$ cat config.mk
export PLATFORM = sky130hd
export DESIGN_NAME = temperature_limit_alarm_core
export DESIGN_NICKNAME = d
export VERILOG_FILES = /design/src/sv/tla_pkg.sv /design/src/sv/tla_front.sv /design/src/sv/tla_queue.sv /design/src/sv/tla_back.sv /design/src/sv/temperature_limit_alarm_core.sv
export SDC_FILE = /design/constraint.sdc
export NUM_CORES = 1
export LEC_CHECK = 0
export ABC_AREA = 1
export BUFFER_PORTS_ARGS = -buffer_cell sky130_fd_sc_hd__buf_2
export CELL_PAD_IN_SITES_DETAIL_PLACEMENT = 1
export CELL_PAD_IN_SITES_GLOBAL_PLACEMENT = 2
export CORE_UTILIZATION = 36
export CTS_BUF_LIST = sky130_fd_sc_hd__clkbuf_4 sky130_fd_sc_hd__clkbuf_8
export CTS_CLUSTER_DIAMETER = 40
export DETAILED_ROUTE_END_ITERATION = 10
export MAX_ROUTING_LAYER = met4
export PLACE_DENSITY_LB_ADDON = 0.1
export RECOVER_POWER = 25
export SLEW_MARGIN = 20
export SYNTH_ARGS = -nofsm -noshare
export SYNTH_HDL_FRONTEND = slang
export SYNTH_HIERARCHICAL = 1
export SYNTH_SLANG_ARGS = --single-unit
$ cat constraint.sdc
create_clock -name i_clk -period 4.4 [get_ports i_clk]
set_input_delay 0.22 -clock i_clk [delete_from_list [all_inputs] [get_ports i_clk]]
set_output_delay 0.22 -clock i_clk [all_outputs]
set_load 0.02 [all_outputs]
$ cat src/sv/tla_pkg.sv
// ----------------------------------------------------------------------------
// tla_pkg
// Shared types and constants of the temperature limit alarm.
// ----------------------------------------------------------------------------
`default_nettype none

package tla_pkg;

    localparam int unsigned CFG_IDX_W  = 4;
    localparam int unsigned CFG_DATA_W = 8;

    // Configuration register indexes.
    localparam logic [CFG_IDX_W-1:0] CFG_BLINK_TICKS = 4'd0;
    localparam logic [CFG_IDX_W-1:0] CFG_OK_SLOWDOWN = 4'd1;

    localparam logic [7:0] BLINK_TICKS_RESET = 8'd10;
    localparam logic [3:0] OK_SLOWDOWN_RESET = 4'd2;

    // Alarm status codes.
    localparam logic [2:0] ST_OK       = 3'd0;
    localparam logic [2:0] ST_HIGH     = 3'd1;
    localparam logic [2:0] ST_LOW      = 3'd2;
    localparam logic [2:0] ST_NOSENSOR = 3'd3;
    localparam logic [2:0] ST_WRONG    = 3'd4;

    localparam logic signed [7:0] NO_SENSOR_TEMP = -8'sd127;

    localparam logic [7:0] FAMILY_HALF_DEG = 8'h10;
    localparam logic [7:0] FAMILY_SIXTEENTH = 8'h28;

    localparam logic [7:0] LIMIT_MAG_MAX = 8'd99;

    localparam logic ACTION_TICK    = 1'b0;
    localparam logic ACTION_READING = 1'b1;

    typedef struct packed {
        logic       action;
        logic       presence_ok;
        logic [7:0] sensor_family;
        logic [7:0] scratch_low;
        logic [7:0] scratch_high;
        logic [7:0] low_switch_raw;
        logic [7:0] high_switch_raw;
        logic       low_sign_positive;
        logic       high_sign_positive;
    } t_in_item;

    typedef struct packed {
        logic [2:0]        alarm_status;
        logic signed [7:0] measured_temp;
        logic              high_lamp;
        logic              low_lamp;
        logic              buzzer_on;
    } t_out_item;

    // Classified request passed from the front end to the back end.
    typedef struct packed {
        logic              is_reading;
        logic [2:0]        status;
        logic signed [7:0] temp;
    } t_cmd;

    typedef struct packed {
        logic                  we;
        logic [CFG_IDX_W-1:0]  index;
        logic [CFG_DATA_W-1:0] data;
    } t_cfg_wr;

endpackage

`default_nettype wire

$ cat src/sv/tla_front.sv
// ----------------------------------------------------------------------------
// tla_front
// Converts a reading to a temperature, decodes the limit switches and
// classifies the reading into an alarm status.
// ----------------------------------------------------------------------------
`default_nettype none

module tla_front (
    input  var tla_pkg::t_in_item i_item,
    output var tla_pkg::t_cmd     o_cmd
);

    logic [7:0]        lo_inv;
    logic [7:0]        hi_inv;
    logic [7:0]        lo_mag;
    logic [7:0]        hi_mag;
    logic signed [8:0] lo_lim;
    logic signed [8:0] hi_lim;
    logic signed [7:0] temp;
    logic signed [8:0] temp_w;
    logic [2:0]        status;

    // Switches are active low: low nibble is tens, high nibble is ones.
    assign lo_inv = ~i_item.low_switch_raw;
    assign hi_inv = ~i_item.high_switch_raw;
    assign lo_mag = 8'({4'd0, lo_inv[3:0]} * 8'd10) + {4'd0, lo_inv[7:4]};
    assign hi_mag = 8'({4'd0, hi_inv[3:0]} * 8'd10) + {4'd0, hi_inv[7:4]};
    assign lo_lim = i_item.low_sign_positive  ? $signed({1'b0, lo_mag})
                                              : -$signed({1'b0, lo_mag});
    assign hi_lim = i_item.high_sign_positive ? $signed({1'b0, hi_mag})
                                              : -$signed({1'b0, hi_mag});

    always_comb begin
        if (!i_item.presence_ok) begin
            temp = tla_pkg::NO_SENSOR_TEMP;
        end else if (i_item.sensor_family == tla_pkg::FAMILY_HALF_DEG) begin
            temp = $signed({i_item.scratch_high[7], i_item.scratch_low[7:1]});
        end else if (i_item.sensor_family == tla_pkg::FAMILY_SIXTEENTH) begin
            temp = $signed({i_item.scratch_high[3:0], i_item.scratch_low[7:4]});
        end else begin
            temp = tla_pkg::NO_SENSOR_TEMP;
        end
    end

    assign temp_w = {temp[7], temp};

    always_comb begin
        if (temp == tla_pkg::NO_SENSOR_TEMP) begin
            status = tla_pkg::ST_NOSENSOR;
        end else if ((lo_lim >= hi_lim) || (lo_mag > tla_pkg::LIMIT_MAG_MAX)
                     || (hi_mag > tla_pkg::LIMIT_MAG_MAX)) begin
            status = tla_pkg::ST_WRONG;
        end else if (temp_w < lo_lim) begin
            status = tla_pkg::ST_LOW;
        end else if (temp_w > hi_lim) begin
            status = tla_pkg::ST_HIGH;
        end else begin
            status = tla_pkg::ST_OK;
        end
    end

    assign o_cmd.is_reading = (i_item.action == tla_pkg::ACTION_READING);
    assign o_cmd.status     = status;
    assign o_cmd.temp       = temp;

endmodule

`default_nettype wire

$ cat src/sv/tla_queue.sv
// ----------------------------------------------------------------------------
// tla_queue
// Short register queue that decouples the front end from the back end.
// ----------------------------------------------------------------------------
`default_nettype none

module tla_queue #(
    parameter int unsigned DEPTH = 4
) (
    input  var logic          i_clk,
    input  var logic          i_rst_n,
    input  var logic          i_wr_en,
    input  var tla_pkg::t_cmd i_wr_data,
    output var logic          o_full,
    output var logic          o_valid,
    input  var logic          i_rd_en,
    output var tla_pkg::t_cmd o_rd_data
);

    localparam int unsigned PTR_W = (DEPTH > 1) ? $clog2(DEPTH) : 1;
    localparam int unsigned CNT_W = $clog2(DEPTH + 1);
    localparam logic [PTR_W-1:0] LAST = PTR_W'(DEPTH - 1);
    localparam logic [CNT_W-1:0] FULL_CNT = CNT_W'(DEPTH);

    tla_pkg::t_cmd    r_mem [DEPTH];
    logic [PTR_W-1:0] r_wr_ptr;
    logic [PTR_W-1:0] r_rd_ptr;
    logic [CNT_W-1:0] r_count;
    logic             do_wr;
    logic             do_rd;

    assign o_full    = (r_count == FULL_CNT);
    assign o_valid   = (r_count != '0);
    assign o_rd_data = r_mem[r_rd_ptr];
    assign do_wr     = i_wr_en && !o_full;
    assign do_rd     = i_rd_en && o_valid;

    always_ff @(posedge i_clk) begin
        if (!i_rst_n) begin
            r_wr_ptr <= '0;
            r_rd_ptr <= '0;
            r_count  <= '0;
        end else begin
            if (do_wr) begin
                r_wr_ptr <= (r_wr_ptr == LAST) ? '0 : r_wr_ptr + 1'b1;
            end
            if (do_rd) begin
                r_rd_ptr <= (r_rd_ptr == LAST) ? '0 : r_rd_ptr + 1'b1;
            end
            if (do_wr && !do_rd) begin
                r_count <= r_count + 1'b1;
            end else if (do_rd && !do_wr) begin
                r_count <= r_count - 1'b1;
            end
        end
    end

    always_ff @(posedge i_clk) begin
        if (do_wr) begin
            r_mem[r_wr_ptr] <= i_wr_data;
        end
    end

endmodule

`default_nettype wire

$ cat src/sv/tla_back.sv
// ----------------------------------------------------------------------------
// tla_back
// Holds the alarm state, applies classified requests and blink ticks, and
// keeps the result in an output register.
// ----------------------------------------------------------------------------
`default_nettype none

module tla_back (
    input  var logic               i_clk,
    input  var logic               i_rst_n,
    input  var tla_pkg::t_cfg_wr   i_cfg,
    input  var logic               i_cmd_valid,
    input  var tla_pkg::t_cmd      i_cmd,
    output var logic               o_cmd_take,
    input  var logic               i_pop,
    output var logic               o_empty,
    output var tla_pkg::t_out_item o_out
);

    logic [7:0]        r_blink_ticks;
    logic [3:0]        r_ok_slowdown;
    logic [2:0]        r_status;
    logic signed [7:0] r_temp;
    logic [7:0]        r_tick_count;
    logic [3:0]        r_ok_count;
    logic              r_high_lamp;
    logic              r_low_lamp;
    logic              r_buzzer;
    logic              r_out_valid;
    tla_pkg::t_out_item r_out;

    logic [2:0]        n_status;
    logic signed [7:0] n_temp;
    logic [7:0]        n_tick_count;
    logic [3:0]        n_ok_count;
    logic              n_high_lamp;
    logic              n_low_lamp;
    logic              n_buzzer;
    logic [7:0]        tick_inc;
    logic [3:0]        ok_inc;
    logic              take;

    // A new request moves in whenever the output register is free or drains.
    assign take       = i_cmd_valid && (!r_out_valid || i_pop);
    assign o_cmd_take = take;
    assign o_empty    = !r_out_valid;
    assign o_out      = r_out;
    assign tick_inc   = r_tick_count + 8'd1;
    assign ok_inc     = r_ok_count + 4'd1;

    always_comb begin
        n_status     = r_status;
        n_temp       = r_temp;
        n_tick_count = r_tick_count;
        n_ok_count   = r_ok_count;
        n_high_lamp  = r_high_lamp;
        n_low_lamp   = r_low_lamp;
        n_buzzer     = r_buzzer;
        if (i_cmd.is_reading) begin
            n_status = i_cmd.status;
            n_temp   = i_cmd.temp;
        end else if (tick_inc < r_blink_ticks) begin
            n_tick_count = tick_inc;
        end else begin
            n_tick_count = '0;
            case (r_status)
                tla_pkg::ST_HIGH: begin
                    n_low_lamp  = 1'b0;
                    n_high_lamp = !r_high_lamp;
                    n_buzzer    = !r_high_lamp;
                end
                tla_pkg::ST_LOW: begin
                    n_high_lamp = 1'b0;
                    n_low_lamp  = !r_low_lamp;
                    n_buzzer    = !r_low_lamp;
                end
                tla_pkg::ST_WRONG: begin
                    n_high_lamp = 1'b1;
                    n_low_lamp  = 1'b1;
                    n_buzzer    = 1'b0;
                end
                tla_pkg::ST_NOSENSOR: begin
                    n_buzzer    = 1'b1;
                    n_high_lamp = !r_high_lamp;
                    n_low_lamp  = !r_high_lamp;
                end
                tla_pkg::ST_OK: begin
                    // In ok the blink toggles only once per ok_slowdown updates.
                    if (ok_inc >= r_ok_slowdown) begin
                        n_ok_count  = '0;
                        n_buzzer    = 1'b0;
                        n_high_lamp = !r_high_lamp;
                        n_low_lamp  = !r_high_lamp;
                    end else begin
                        n_ok_count = ok_inc;
                    end
                end
                default: begin
                    n_high_lamp = 1'b1;
                    n_low_lamp  = 1'b1;
                    n_buzzer    = 1'b1;
                end
            endcase
        end
    end

    always_ff @(posedge i_clk) begin
        if (!i_rst_n) begin
            r_blink_ticks <= tla_pkg::BLINK_TICKS_RESET;
            r_ok_slowdown <= tla_pkg::OK_SLOWDOWN_RESET;
            r_status      <= tla_pkg::ST_OK;
            r_temp        <= '0;
            r_tick_count  <= '0;
            r_ok_count    <= '0;
            r_high_lamp   <= 1'b1;
            r_low_lamp    <= 1'b1;
            r_buzzer      <= 1'b1;
            r_out_valid   <= 1'b0;
        end else begin
            if (i_cfg.we && (i_cfg.index == tla_pkg::CFG_BLINK_TICKS)) begin
                r_blink_ticks <= i_cfg.data;
            end
            if (i_cfg.we && (i_cfg.index == tla_pkg::CFG_OK_SLOWDOWN)) begin
                r_ok_slowdown <= i_cfg.data[3:0];
            end
            if (take) begin
                r_status     <= n_status;
                r_temp       <= n_temp;
                r_tick_count <= n_tick_count;
                r_ok_count   <= n_ok_count;
                r_high_lamp  <= n_high_lamp;
                r_low_lamp   <= n_low_lamp;
                r_buzzer     <= n_buzzer;
                r_out_valid  <= 1'b1;
            end else if (i_pop) begin
                r_out_valid <= 1'b0;
            end
        end
    end

    always_ff @(posedge i_clk) begin
        if (take) begin
            r_out.alarm_status  <= n_status;
            r_out.measured_temp <= n_temp;
            r_out.high_lamp     <= n_high_lamp;
            r_out.low_lamp      <= n_low_lamp;
            r_out.buzzer_on     <= n_buzzer;
        end
    end

endmodule

`default_nettype wire

$ cat src/sv/temperature_limit_alarm_core.sv
// ----------------------------------------------------------------------------
// temperature_limit_alarm_core
// Temperature limit alarm with queue-style request and result ports.
// ----------------------------------------------------------------------------
// Every accepted request yields exactly one result, in order. A request is
// taken on every cycle in which full is low, so the block sustains one request
// per clock; a result passes through the request queue and then the output
// register. The front end classifies a reading combinationally; the back
// end updates the alarm state and loads
// the output register whenever that register is free or being popped, so a
// stalled result side fills the QUEUE_DEPTH-entry queue before full rises.
`default_nettype none

module temperature_limit_alarm_core #(
    parameter int unsigned QUEUE_DEPTH = 4
) (
    input  var logic                               i_clk,
    input  var logic                               i_rst_n,
    input  var logic                               push,
    output var logic                               full,
    input  var tla_pkg::t_in_item                  i_in,
    output var logic                               empty,
    input  var logic                               pop,
    output var tla_pkg::t_out_item                 o_out,
    input  var logic                               i_cfg_we,
    input  var logic [tla_pkg::CFG_IDX_W-1:0]      i_cfg_index,
    input  var logic [tla_pkg::CFG_DATA_W-1:0]     i_cfg_data
);

    tla_pkg::t_cmd    front_cmd;
    tla_pkg::t_cmd    q_cmd;
    tla_pkg::t_cfg_wr cfg;
    logic             q_valid;
    logic             q_take;

    assign cfg.we    = i_cfg_we;
    assign cfg.index = i_cfg_index;
    assign cfg.data  = i_cfg_data;

    tla_front u_front (
        .i_item (i_in),
        .o_cmd  (front_cmd)
    );

    tla_queue #(
        .DEPTH (QUEUE_DEPTH)
    ) u_queue (
        .i_clk     (i_clk),
        .i_rst_n   (i_rst_n),
        .i_wr_en   (push),
        .i_wr_data (front_cmd),
        .o_full    (full),
        .o_valid   (q_valid),
        .i_rd_en   (q_take),
        .o_rd_data (q_cmd)
    );

    tla_back u_back (
        .i_clk       (i_clk),
        .i_rst_n     (i_rst_n),
        .i_cfg       (cfg),
        .i_cmd_valid (q_valid),
        .i_cmd       (q_cmd),
        .o_cmd_take  (q_take),
        .i_pop       (pop),
        .o_empty     (empty),
        .o_out       (o_out)
    );

endmodule

`default_nettype wire

## Word level (Yosys, flattened, before mapping)

Memory sizes are Yosys's and may differ from the RTL's. A register that Yosys moved wholly into a read port is not among the register bits.
Index checks and enable logic that the tools add are counted.
Widths: inputs -> output; s select.

- Multiplexer cells: 35
- Order comparisons: 7
- Add/sub/neg operators: 10
- Reductions and logical operators: 24
- Equal/unequal tests: 11
- $mul: 2
- Bitwise logic cells: 4

Operators by type and width:

| kind | count |
|---|---|
| $mux 8 | 5 |
| $mux 3 | 6 |
| $mux 9 | 2 |
| $neg 8->9 | 2 |
| $add 8x4->8 | 2 |
| $gt 8x7->1 const B | 2 |
| $not 8->8 | 2 |
| $mul 4x3->7 const B | 2 |
| $mux 1 | 14 |
| $ge 9x9->1 | 1 |
| $gt 8x9->1 | 1 |
| $lt 8x9->1 | 1 |
| $add 8x1->8 const B | 1 |
| $eq 8x5->1 const B | 1 |
| $eq 8x6->1 const B | 1 |
| $eq 8x8->1 const B | 1 |
| $lt 8x8->1 | 1 |
| $mux 2 | 4 |
| $pmux 1 s4 | 2 |
| $logic_and 1x1->1 | 7 |
| $eq 3x2->1 const B | 2 |
| $eq 3x3->1 const B | 2 |
| $logic_not 1->1 | 6 |
| $add 2x1->2 const B | 2 |
| 18 further kinds | 23 |

- Register bits: 60
- RAM bits: 48
- Memories: 1

Memory list:

| memory | words | width | read ports | clocked after Yosys merged registers in | wr ports | line | source |
|---|---|---|---|---|---|---|---|
| u_queue.r_mem | 4 | 12 | 1 | 1 | 1 | tla_queue.sv:25 | `tla_pkg::t_cmd r_mem [DEPTH];` |

## Depth between registers and ports, before layout

Gate-level depths: netlist of run 1.

- Depth after elaboration: 10
- Mapped depth: 23
- Depth with buffers taken out: 23

## Hierarchy

Netlist of run 1, hierarchy kept.

Modules (own cells, without submodules):

| module | sequential area each (sq um) | cells an instance | times used | area each (sq um) |
|---|---|---|---|---|
| tla_back | 1201.2 | 314 | 1 | 2566.2 |
| tla_queue | 1621.6 | 187 | 1 | 2280.9 |
| tla_front | 0.0 | 330 | 1 | 1940.6 |

## Worst setup path after synthesis of run 1

Ideal clock, no wire load.

- Path type: input to register
- Start: input i_in[11] (netlist bit)
- End: memory u_queue/r_mem[0][10] (netlist bit) (data pin)
- Setup time: 0.258 ns
- Arrival: 2.890 ns
- Stages: 22
- Path slack: 1.252 ns
- Required time: 4.142 ns
- Cell sequence: inv_1 -> ha_1 -> ha_1 -> inv_1 -> fa_1 -> xor2_2 -> inv_1 -> nor2_1 -> nand2_1 -> nand2_1 -> xor2_1 -> ha_1 -> nand2_1 -> inv_1 -> a31oi_1 -> nand3_1 -> nand2_1 -> nand2_1 -> nand2_1 -> nand2_1 -> nand2_1 -> inv_1

RTL lines:

| item | line | source |
|---|---|---|
| start, declared | temperature_limit_alarm_core.sv:21 | `input var tla_pkg::t_in_item i_in,` |
| end, declared | tla_queue.sv:25 |  |

==> metrics.cfg, run 1 <==
[cells_and_area]
drive_gt1_share_pct = 11.8
areaGrowthSynthToFinish_pct = 11.2
fin_nets = 1027
antenna_cells = 0

[global_route]
grt_pass1_wl_um = 28300
antenna_found_initial = 0
grt_pass1_vias = 5965
grt-ovfl-total = 0
globalRouteTotalUtil_pct = 18.7
grt_max_degree = 35

[yosys]
yosys-top-cells-area = edfxtp_1 (27%), dfxtp_1 (14%), ha_1 (11%)
syn_inst = 831
synth_ff_type = edfxtp_1
ys_async_sr_fraction_pct = 0
synthAdderAreaFrac_pct = 12.5
ys_seq_elements = 110
synth_top_family_by_area = simple AND/OR/NAND/NOR gates
yosys.area.top_type_share_pct = 27.4
yosys.area_share.simple_pct = 20.2
synth_xor_area_share_pct = 3.32
yosysTopAreaCell = edfxtp_1
yosys_warnings = 6
avgSynthCellArea_um2 = 8.17
yosysMostFrequentCell = nand2_1
ys_seq_area_share_pct = 41.6
synth_edf_count = 62
syn_area_mm2 = 0.00679
synth_compound_area_share_pct = 13.3
yosys-top-cells-count = nand2_1 (150), inv_1 (133), nor2_1 (77)
ys_types = 46
synthMuxAreaShare_pct = 0
synth_fp_nets = 957

[floorplanning]
die_x_um = 139
rows = 49
ioPinCount = 77
coreArea_mm2 = 0.0182
start_util_pct = 37.3
die_h_um = 139
dieArea_mm2 = 0.0194

[clock_network]
cts_tree = yes
cts_sinks = 110
cts-root-buf = clkbuf_8
htree_levels = 3
post_cts_buffers = 0
clkSlewWorstSetupHoldPaths_ns = 0.12
cts_resized = 0
insertion_delay_ns = 0.39
cts_buffer_depth = 2
cts_hold_buffers = 0
numCtsBuffers = 9

[power_and_ir_drop]
p_leak_nw = 3.51
ir_drop_v = 0.000204
powerDensity_mw_per_mm2 = 524

[worst_setup_path]
path_cells = buf_2, inv_1, ha_1, ha_1, inv_1, fa_1, nand3b_1, nand2_1, nand4_1, nand2_1, xor2_1, ha_1, nand2_1, inv_1, a31oi_1, nand3_1, nand2_1, nand2_1, nand2_1, nand2_1, nor2_1, nand3_1, nand2_1
crit_path_top_delay_cell = fa_1
critPathKind = input pin to flip-flop
critPathMaxStageDelay_ns = 0.45
worstPathRequired_ns = 4.65
worstSetupStartpointType = input pin
crit_top_cell = nand2_1
crit_path_end_kind = flip-flop
arrival_ns = 3.51
cp_max_fo = 4

[placement]
place_hpwl_um = 13100
routabilityCongestion = 0.835
place.port_buffers = 72

[flow_run]
cap_viol_max_count = 0

[drt]
wl_um = 16600
via_per_inst = 5.01
routedWlPerCell_um = 14.7
drt_pass1_iterations = 4
drc = 0
postRouteAntennaNets = 0
drt_iter0_drc = 214
vias = 5681

[sta]
setup_tns_ns = 0
tightest_slew_ns = 1.46
setup_viol = 0
period_needed_ns = 3.26
slew_headroom_pct = 2.88
fin_hold_ws_ns = 0.0853
finalCritPeriodShare_pct = 74.1
drv_slew = 0
fin_skew_ns = 0.0163
timing.fmax_mhz = 307
hold_viol_final = 0
rsz0062_at_grt = no

[worst_hold_path]
hp-class = input pin to flip-flop

[run_status]
status = finished clean

[kinds of logic (layout without fill, tap and decap cells)]
family	after synthesis	after routing
AO/OA/AOI/OAI	166	166
XOR/XNOR	24	24
adder cells (fa/ha/maj)	65	65
buffers and inverters	153	228
flip-flops	110	110
AND/OR/NAND/NOR	313	313
[worst paths after layout]
check / endpoint / start / cells past startpoint / slack [ns]
min reg2reg: u_back/r_temp[3] / u_back/r_temp[3] / 2 / 0.46
min: u_back/r_ok_slowdown[1] / i_cfg_data[1] / 3 / 0.09
max reg2reg: u_back/r_tick_count[1] / flip-flop / 8 / 1.75
max: u_queue/r_mem[2][8] / i_in[3] / 23 / 1.14
[layout by cell type, fill, tap and decap left out, types with 2 or more instances in the layout]
cell type / instances
nor2_1: 74
xor2_1: 15
nor3_1: 7
fa_1: 5
edfxtp_1: 62
nand2_1: 150
ha_1: 60
buf_2: 55
a31oi_1: 2
inv_1: 133
nand3_2: 2
dfxtp_1: 48
buf_4: 3
nand2_2: 10
clkinv_8: 2
nand4_1: 10
o22ai_1: 13
inv_2: 4
o21ai_0: 57
nand3b_1: 2
clkbuf_8: 9
xnor2_1: 7
a21oi_1: 66
a21oi_4: 2
nor2_4: 2
o211ai_1: 2
nand3_1: 42
clkbuf_1: 17
nor2_2: 5
nand2_4: 2
o21ai_1: 16
nor4_1: 2
[through the flow]
step | power (mW) | std cells | instance area [um^2] | setup WS (ns) | utilization [%]
finish | 3.96 | 1135 | 7550 | 1.14 | 41.5
global route | 4.33 | 1135 | 7550 | 0.759 | 41.5
CTS | 4.04 | 1135 | 7570 | 1.08 | 41.6
detailed placement | 3.41 | 1119 | 7370 | 0.652 | 40.5
global placement | 3.29 | 1119 | 7360 | 0.789 | 40.4
floorplan | 2.89 | 831 | 6790 | 1.25 | -
[metal layers]
| metal | vias up | part of all wire, % | global-route usage (%) |
|---|---|---|---|
| met5 | - | 0 | - |
| met4 | 0 | 1.5 | 5.03 |
| met3 | 15 | 1.9 | 2.37 |
| met2 | 54 | 54 | 35.8 |
| met1 | 2733 | 43 | 20.1 |
| li1 | 2879 | - | - |
[power breakdown]
part / switching [mW] / internal, mW
sequential: 0.148 / 1.38
clock: 0.395 / 0.230
combinational: 1.24 / 0.569
[area by class of cell]
class / instances / area, um^2
Sequential cell: 110 / 2820
Timing Repair Buffer: 75 / 362
Fill cell: 2251 / 10700
Inverter: 137 / 514
Multi-Input combinational cell: 568 / 3360
Clock buffer: 9 / 124
Clock inverter: 7 / 85.1
Tap cell: 229 / 287
[registers in the layout (all words and copies together) (netlist names), 2 cells and up, named ones only]
name                  count
u_queue/r_mem            48
u_back/r_tick_count       8
u_back/o_out             14
u_back/r_temp             8
u_back/r_status           3
u_queue/r_wr_ptr          2
u_back/r_ok_slowdown      4
u_queue/r_rd_ptr          2
u_queue/r_count           3
u_back/r_ok_count         4
u_back/r_blink_ticks      8
[worst max-delay path, delay by kind of cell]
family / cells / cell delay [ns]
AOI/OAI and AO/OA: 1 / 0.15
xor gates and xnor gates: 1 / 0.24
adders and majority gates: 4 / 1.20
buffers and inverters: 4 / 0.32
and+or+nand+nor: 13 / 1.37
No activity file was read; power rests on OpenSTA's default activity.
==> inputs of run 2 (changes only) <==
--- a/config.mk
+++ b/config.mk
@@ -5,7 +5,7 @@
 export SDC_FILE = /design/constraint.sdc
 export NUM_CORES = 1
 export LEC_CHECK = 0
-export ABC_AREA = 1
+export ABC_AREA = 0
 export BUFFER_PORTS_ARGS = -buffer_cell sky130_fd_sc_hd__buf_2
 export CELL_PAD_IN_SITES_DETAIL_PLACEMENT = 1
 export CELL_PAD_IN_SITES_GLOBAL_PLACEMENT = 2
==> constraint.sdc (replaced) <==
create_clock -name i_clk -period 2.65 [get_ports i_clk]
set_input_delay 0.1325 -clock i_clk [delete_from_list [all_inputs] [get_ports i_clk]]
set_output_delay 0.1325 -clock i_clk [all_outputs]
set_load 0.02 [all_outputs]
==> metrics.cfg, run 2 <==
[floorplanning]
die_x_um = 139
die_h_um = 139
rows = 49
start_util_pct = 37.2
dieArea_mm2 = 0.0195
ioPinCount = 77
coreArea_mm2 = 0.0183

[global_route]
grt_pass1_vias = 6021
grt_pass1_wl_um = 28500
grt-ovfl-total = 0
grt_max_degree = 29
antenna_found_initial = 0
globalRouteTotalUtil_pct = 18.9

[placement]
dp_cells = 1045
place.port_buffers = 72
routabilityCongestion = 0.848
place_hpwl_um = 13800
dp_slack_ns = -1.21

[cells_and_area]
final_cell_count_no_fill = 1075
areaGrowthSynthToFinish_pct = 31.1
n_fill_cell = 2080
mostFrequentLayoutCell = buf_4
antenna_cells = 0
largest-register = u_queue/r_mem
drive_gt1_share_pct = 35.0
final_cell_mix = buf_4 (114), edfxtp_1 (62), buf_2 (52), inv_1 (50), ha_1 (48)
fin_nets = 967
largest_register_ffs = 48

[drt]
wl_um = 17400
via_per_inst = 5.15
vias = 5534
drc = 0
postRouteAntennaNets = 0
routedWlPerCell_um = 16.2
drt_iter0_drc = 121
drt_pass1_iterations = 6

[sta]
rsz0062_at_grt = yes
period_needed_ns = 3.26
timing.fmax_mhz = 307
slew_headroom_pct = 56.2
setup_viol = 12
setup_tns_ns = -6.79
drv_slew = 0
setup_ws_ns = -0.610
fin_skew_ns = 0.00878
tightest_slew_ns = 0.657
finalCritPeriodShare_pct = 123
hold_viol_final = 0
fin_hold_ws_ns = 0.0214

[yosys]
ys_seq_elements = 110
yosys.area.top_type_share_pct = 27.4
yosys-top-cells-area = edfxtp_1 (27%), dfxtp_1 (14%), ha_1 (11%)
ys_async_sr_fraction_pct = 0
ys_types = 83
syn_inst = 647
yosys_warnings = 6
yosysTopAreaCell = edfxtp_1
yosys-top-cells-count = edfxtp_1 (62), ha_1 (60), inv_1 (57)
avgSynthCellArea_um2 = 10.5
synth_ff_type = edfxtp_1
yosysMostFrequentCell = edfxtp_1
ys_seq_area_share_pct = 41.5
synth_edf_count = 62
synth_fp_nets = 773
syn_area_mm2 = 0.00681

[power_and_ir_drop]
p_leak_nw = 3.68
power_mw = 5.93
powerDensity_mw_per_mm2 = 665
ir_drop_v = 0.000342

[worst_setup_path]
worstSetupStartpointType = input pin
startpoint = i_in[13]
cp_max_fo = 4
worstPathRequired_ns = 2.84
crit_path_end_kind = flip-flop
path_cells = buf_12, inv_12, ha_4, ha_4, inv_2, fa_2, and3b_1, a31oi_1, xor2_1, xor2_1, inv_1, ha_1, o21ai_1, a21oi_1, nor2_1, a31oi_1, maj3_2, o21a_1, o21ai_2
critPathMaxStageDelay_ns = 0.55
crit_path_top_delay_cell = fa_2
rr_startpoint = u_back/r_tick_count[0]
arrival_ns = 3.45
critPathKind = input pin to flip-flop

[run_status]
status = finished, violations left
violations = negative setup slack

[flow_run]
cap_viol_max_count = 0

[worst_hold_path]
holdCritStartpoint = i_cfg_data[3]
hp-class = input pin to flip-flop

[clock_network]
cts_buffer_depth = 2
clkSlewWorstSetupHoldPaths_ns = 0.09
insertion_delay_ns = 0.37
cts-root-buf = clkbuf_8
cts_tree = yes
htree_levels = 3
cts_sinks = 110
numCtsBuffers = 9

## run 2: logic make-up after synthesis
family	synth area share, %
buf+inv	4.43
fa+ha+maj	12.7
flops	41.5
simple gates	15.2
mux	9.32
compound gates	12.6
xor+xnor	4.34
## run 2: critical path, delay by kind of cell
family	cells	cell delay [ns]
compound gates	6	0.77
simple gates	2	0.28
xor+xnor	2	0.50
buf+inv	4	0.23
fa+ha+maj	5	1.53
## run 2: worst paths after layout
check        cells past startpoint                 endpoint  slack [ns]
min reg2reg                      2  u_back/r_ok_slowdown[0]        0.49
min                              3  u_back/r_blink_ticks[3]        0.02
max reg2reg                     12          u_back/r_buzzer        0.10
max                             19      u_queue/r_mem[0][9]       -0.61
## run 2: power breakdown
part | leakage [nW] | switching (mW) | total, mW | internal, mW
combinational | 2.66 | 1.49 | 2.69 | 1.20
sequential | 0.929 | 0.144 | 2.31 | 2.17
clock | 0.0963 | 0.570 | 0.932 | 0.362
## run 2: stage by stage
step / instance area [um^2] / utilization [%]
final: 8920 / 48.8
after floorplan: 7000 / -
after global placement: 8400 / 46.0
after CTS: 8790 / 48.1
after global routing: 8920 / 48.8
after detailed placement: 8400 / 46.0
## run 2: layout make-up
type / instances / area [um^2] / area share (%)
inverter: 58 / 260 / 2.92
clock inverter: 6 / 45.0 / 0.505
clock buffer: 10 / 131 / 1.47
sequential: 110 / 2830 / 31.7
tap: 229 / 287 / 3.21
multi-input combinational: 463 / 4050 / 45.4
timing repair buffer: 199 / 1320 / 14.8
## run 2: repair_timing
| item | in CTS | in global routing |
|---|---|---|
| resized for setup | 30 | 32 |
| endpoints found under the setup margin | 16 | 21 |
| hold buffers | 5 | 0 |
| pin swaps | 20 | 19 |
| hold endpoints to repair | 8 | 0 |
| buffers inserted | 14 | 5 |
## run 2: layer usage
| metal | part of all wire, % | global-route usage, % | routed length (um) |
|---|---|---|---|
| met4 | 0.95 | 4.27 | 165 |
| met5 | 0 | - | 0 |
| met2 | 56 | 37.1 | 9770 |
| met1 | 41 | 19.8 | 7090 |
| met3 | 2.0 | 2.31 | 349 |
==> inputs of run 3 (changes only) <==
--- a/config.mk
+++ b/config.mk
@@ -16,6 +16,7 @@
 export MAX_ROUTING_LAYER = met4
 export PLACE_DENSITY_LB_ADDON = 0.1
 export RECOVER_POWER = 25
+export SETUP_SLACK_MARGIN = 0.05
 export SLEW_MARGIN = 20
 export SYNTH_ARGS = -nofsm -noshare
 export SYNTH_HDL_FRONTEND = slang
==> metrics.cfg, run 3 (synthesis results as in run 2) <==
[worst_setup_path]
worstSetupStartpointType = input pin
cp_max_fo = 4
crit_path_top_delay_cell = fa_2
critPathMaxStageDelay_ns = 0.54
crit_top_cell = ha_4
r2r_end = u_queue/r_count[2]
critPathKind = input pin to flip-flop
regToRegSetupSlack_ns = 0.02
reg2reg_depth = 9
crit_buf_inv = 4
rr_startpoint = u_queue/r_count[1]
crit_path_end_kind = flip-flop
cp_top_family = adder cells
arrival_ns = 3.38
worstPathRequired_ns = 2.87
path_cells = buf_12, inv_12, ha_4, ha_4, inv_2, fa_2, and3b_1, a31oi_2, xor2_2, xor2_1, inv_1, ha_1, o21ai_1, a21oi_1, nor2_1, a31oi_1, maj3_2, o21a_1, o21ai_4
cp.depth = 19

[sta]
slew_headroom_pct = 54.3
timing.fmax_mhz = 316
setup_ws_ns = -0.513
setup_tns_ns = -5.67
fin_hold_ws_ns = 0.0158
setup_viol = 12
fin_skew_ns = 0.0119
finalCritPeriodShare_pct = 119
drv_slew = 0
period_needed_ns = 3.16
rsz0062_at_grt = yes
hold_viol_final = 0
tightest_slew_ns = 0.680

[flow_run]
cap_viol_max_count = 0

[global_route]
grt-ovfl-total = 0
grt_pass1_vias = 6057
globalRouteTotalUtil_pct = 18.7
antenna_found_initial = 0
grt_max_degree = 27
grt_pass1_wl_um = 28300

[power_and_ir_drop]
power_frac_seq_pct = 39.2
ir_drop_v = 0.000362
combPwrFrac_pct = 44.0
netSwitchingFraction_pct = 37.5
intPower_mw = 3.69
powerDensity_mw_per_mm2 = 664
switching_power_mw = 2.21
p_leak_nw = 3.68
p_clk_share_pct = 16.8

[clock_network]
cts_tree = yes
insertion_delay_ns = 0.37
cts-root-buf = clkbuf_8
cts_sinks = 110
cts_buffer_depth = 2
clkSlewWorstSetupHoldPaths_ns = 0.10
numCtsBuffers = 9
htree_levels = 3

[drt]
postRouteAntennaNets = 0
wl_um = 16900
drt_iter0_drc = 164
via_per_inst = 5.14
routedWlPerCell_um = 15.8
drt_pass1_iterations = 4
vias = 5502
drc = 0

[worst_hold_path]
whs_endpoint = u_back/r_blink_ticks[0]
hp-class = input pin to flip-flop
holdCritStartpoint = i_cfg_data[0]
min_path_cells = 3

[run_status]
status = finished, violations left
violations = negative setup slack

[cells_and_area]
largest_register_ffs = 48
final_cell_mix = buf_4 (114), edfxtp_1 (62), buf_2 (50), ha_1 (49), inv_1 (48)
drive_gt1_share_pct = 34.4
mostFrequentLayoutCell = buf_4
fin_nets = 963
antenna_cells = 0
largest-register = u_queue/r_mem
areaGrowthSynthToFinish_pct = 30.7

[floorplanning]
coreArea_mm2 = 0.0183
start_util_pct = 37.2
die_h_um = 139
rows = 49
ioPinCount = 77
die_x_um = 139
dieArea_mm2 = 0.0195

[placement]
routabilityCongestion = 0.837
place.port_buffers = 72
place_hpwl_um = 13500

[run 3: worst min-delay path: stages]
cell,delay [ns]
buf_2,0.09
mux2i_1,0.06
nor2_1,0.07
[run 3: how the worst max path moves through the flow]
stage / start / end / slack, ns
finish: i_in[11] / u_queue/r_mem[3][9] / -0.51
global route: i_in[13] / u_queue/r_mem[0][8] / -0.69
CTS: i_in[11] / u_queue/r_mem[0][8] / -0.51
detailed placement: i_in[13] / u_queue/r_mem[2][8] / -1.21
global placement: i_in[13] / u_queue/r_mem[2][8] / -1.04
floorplan: i_in[3] / u_queue/r_mem[0][8] / -0.78
[run 3: per-stage QoR]
stage / std cells / power, mW / cell area (um^2) / worst slack, ns / utilization, %
after floorplan: 647 / 4.12 / 7020 / -0.782 / -
after global placement: 1039 / 4.78 / 8360 / -1.04 / 45.8
after detailed placement: 1039 / 4.91 / 8360 / -1.21 / 45.8
after CTS: 1068 / 6.03 / 8890 / -0.512 / 48.6
after global routing: 1071 / 6.30 / 8890 / -0.685 / 48.7
final: 1071 / 5.90 / 8890 / -0.513 / 48.7
[run 3: routing by layer]
| metal | track usage, % | vias up | part of all wire [%] |
|---|---|---|---|
| met5 | - | - | 0 |
| met4 | 4.91 | 0 | 1.4 |
| met3 | 1.75 | 19 | 2.0 |
| met2 | 35.9 | 76 | 54 |
| met1 | 20.4 | 2677 | 43 |
| li1 | - | 2730 | - |
[run 3: repair_timing]
item / in CTS / in global routing
endpoints found under the hold margin: 8 / 0
setup buffers: 8 / 3
resized for setup: 47 / 12
pin swaps: 31 / 22
endpoints found under the setup margin: 17 / 20
hold buffers: 5 / 0
[run 3: power by group through the flow]
stage / clock, mW / sequential [mW] / combinational (mW)
finish: 0.990 / 2.31 / 2.60
global route: 1.09 / 2.35 / 2.86
CTS: 1.03 / 2.33 / 2.67
detailed placement: 0 / 2.36 / 2.55
global placement: 0 / 2.35 / 2.44
floorplan: 0 / 2.45 / 1.66
[run 3: final cells by class]
class,instances,area (um^2)
Multi-Input combinational cell,463,4010
Clock buffer,9,124
Fill cell,2020,9380
Timing Repair Buffer,195,1310
Sequential cell,110,2830
Inverter,58,260
Tap cell,229,287
Clock inverter,7,75.1
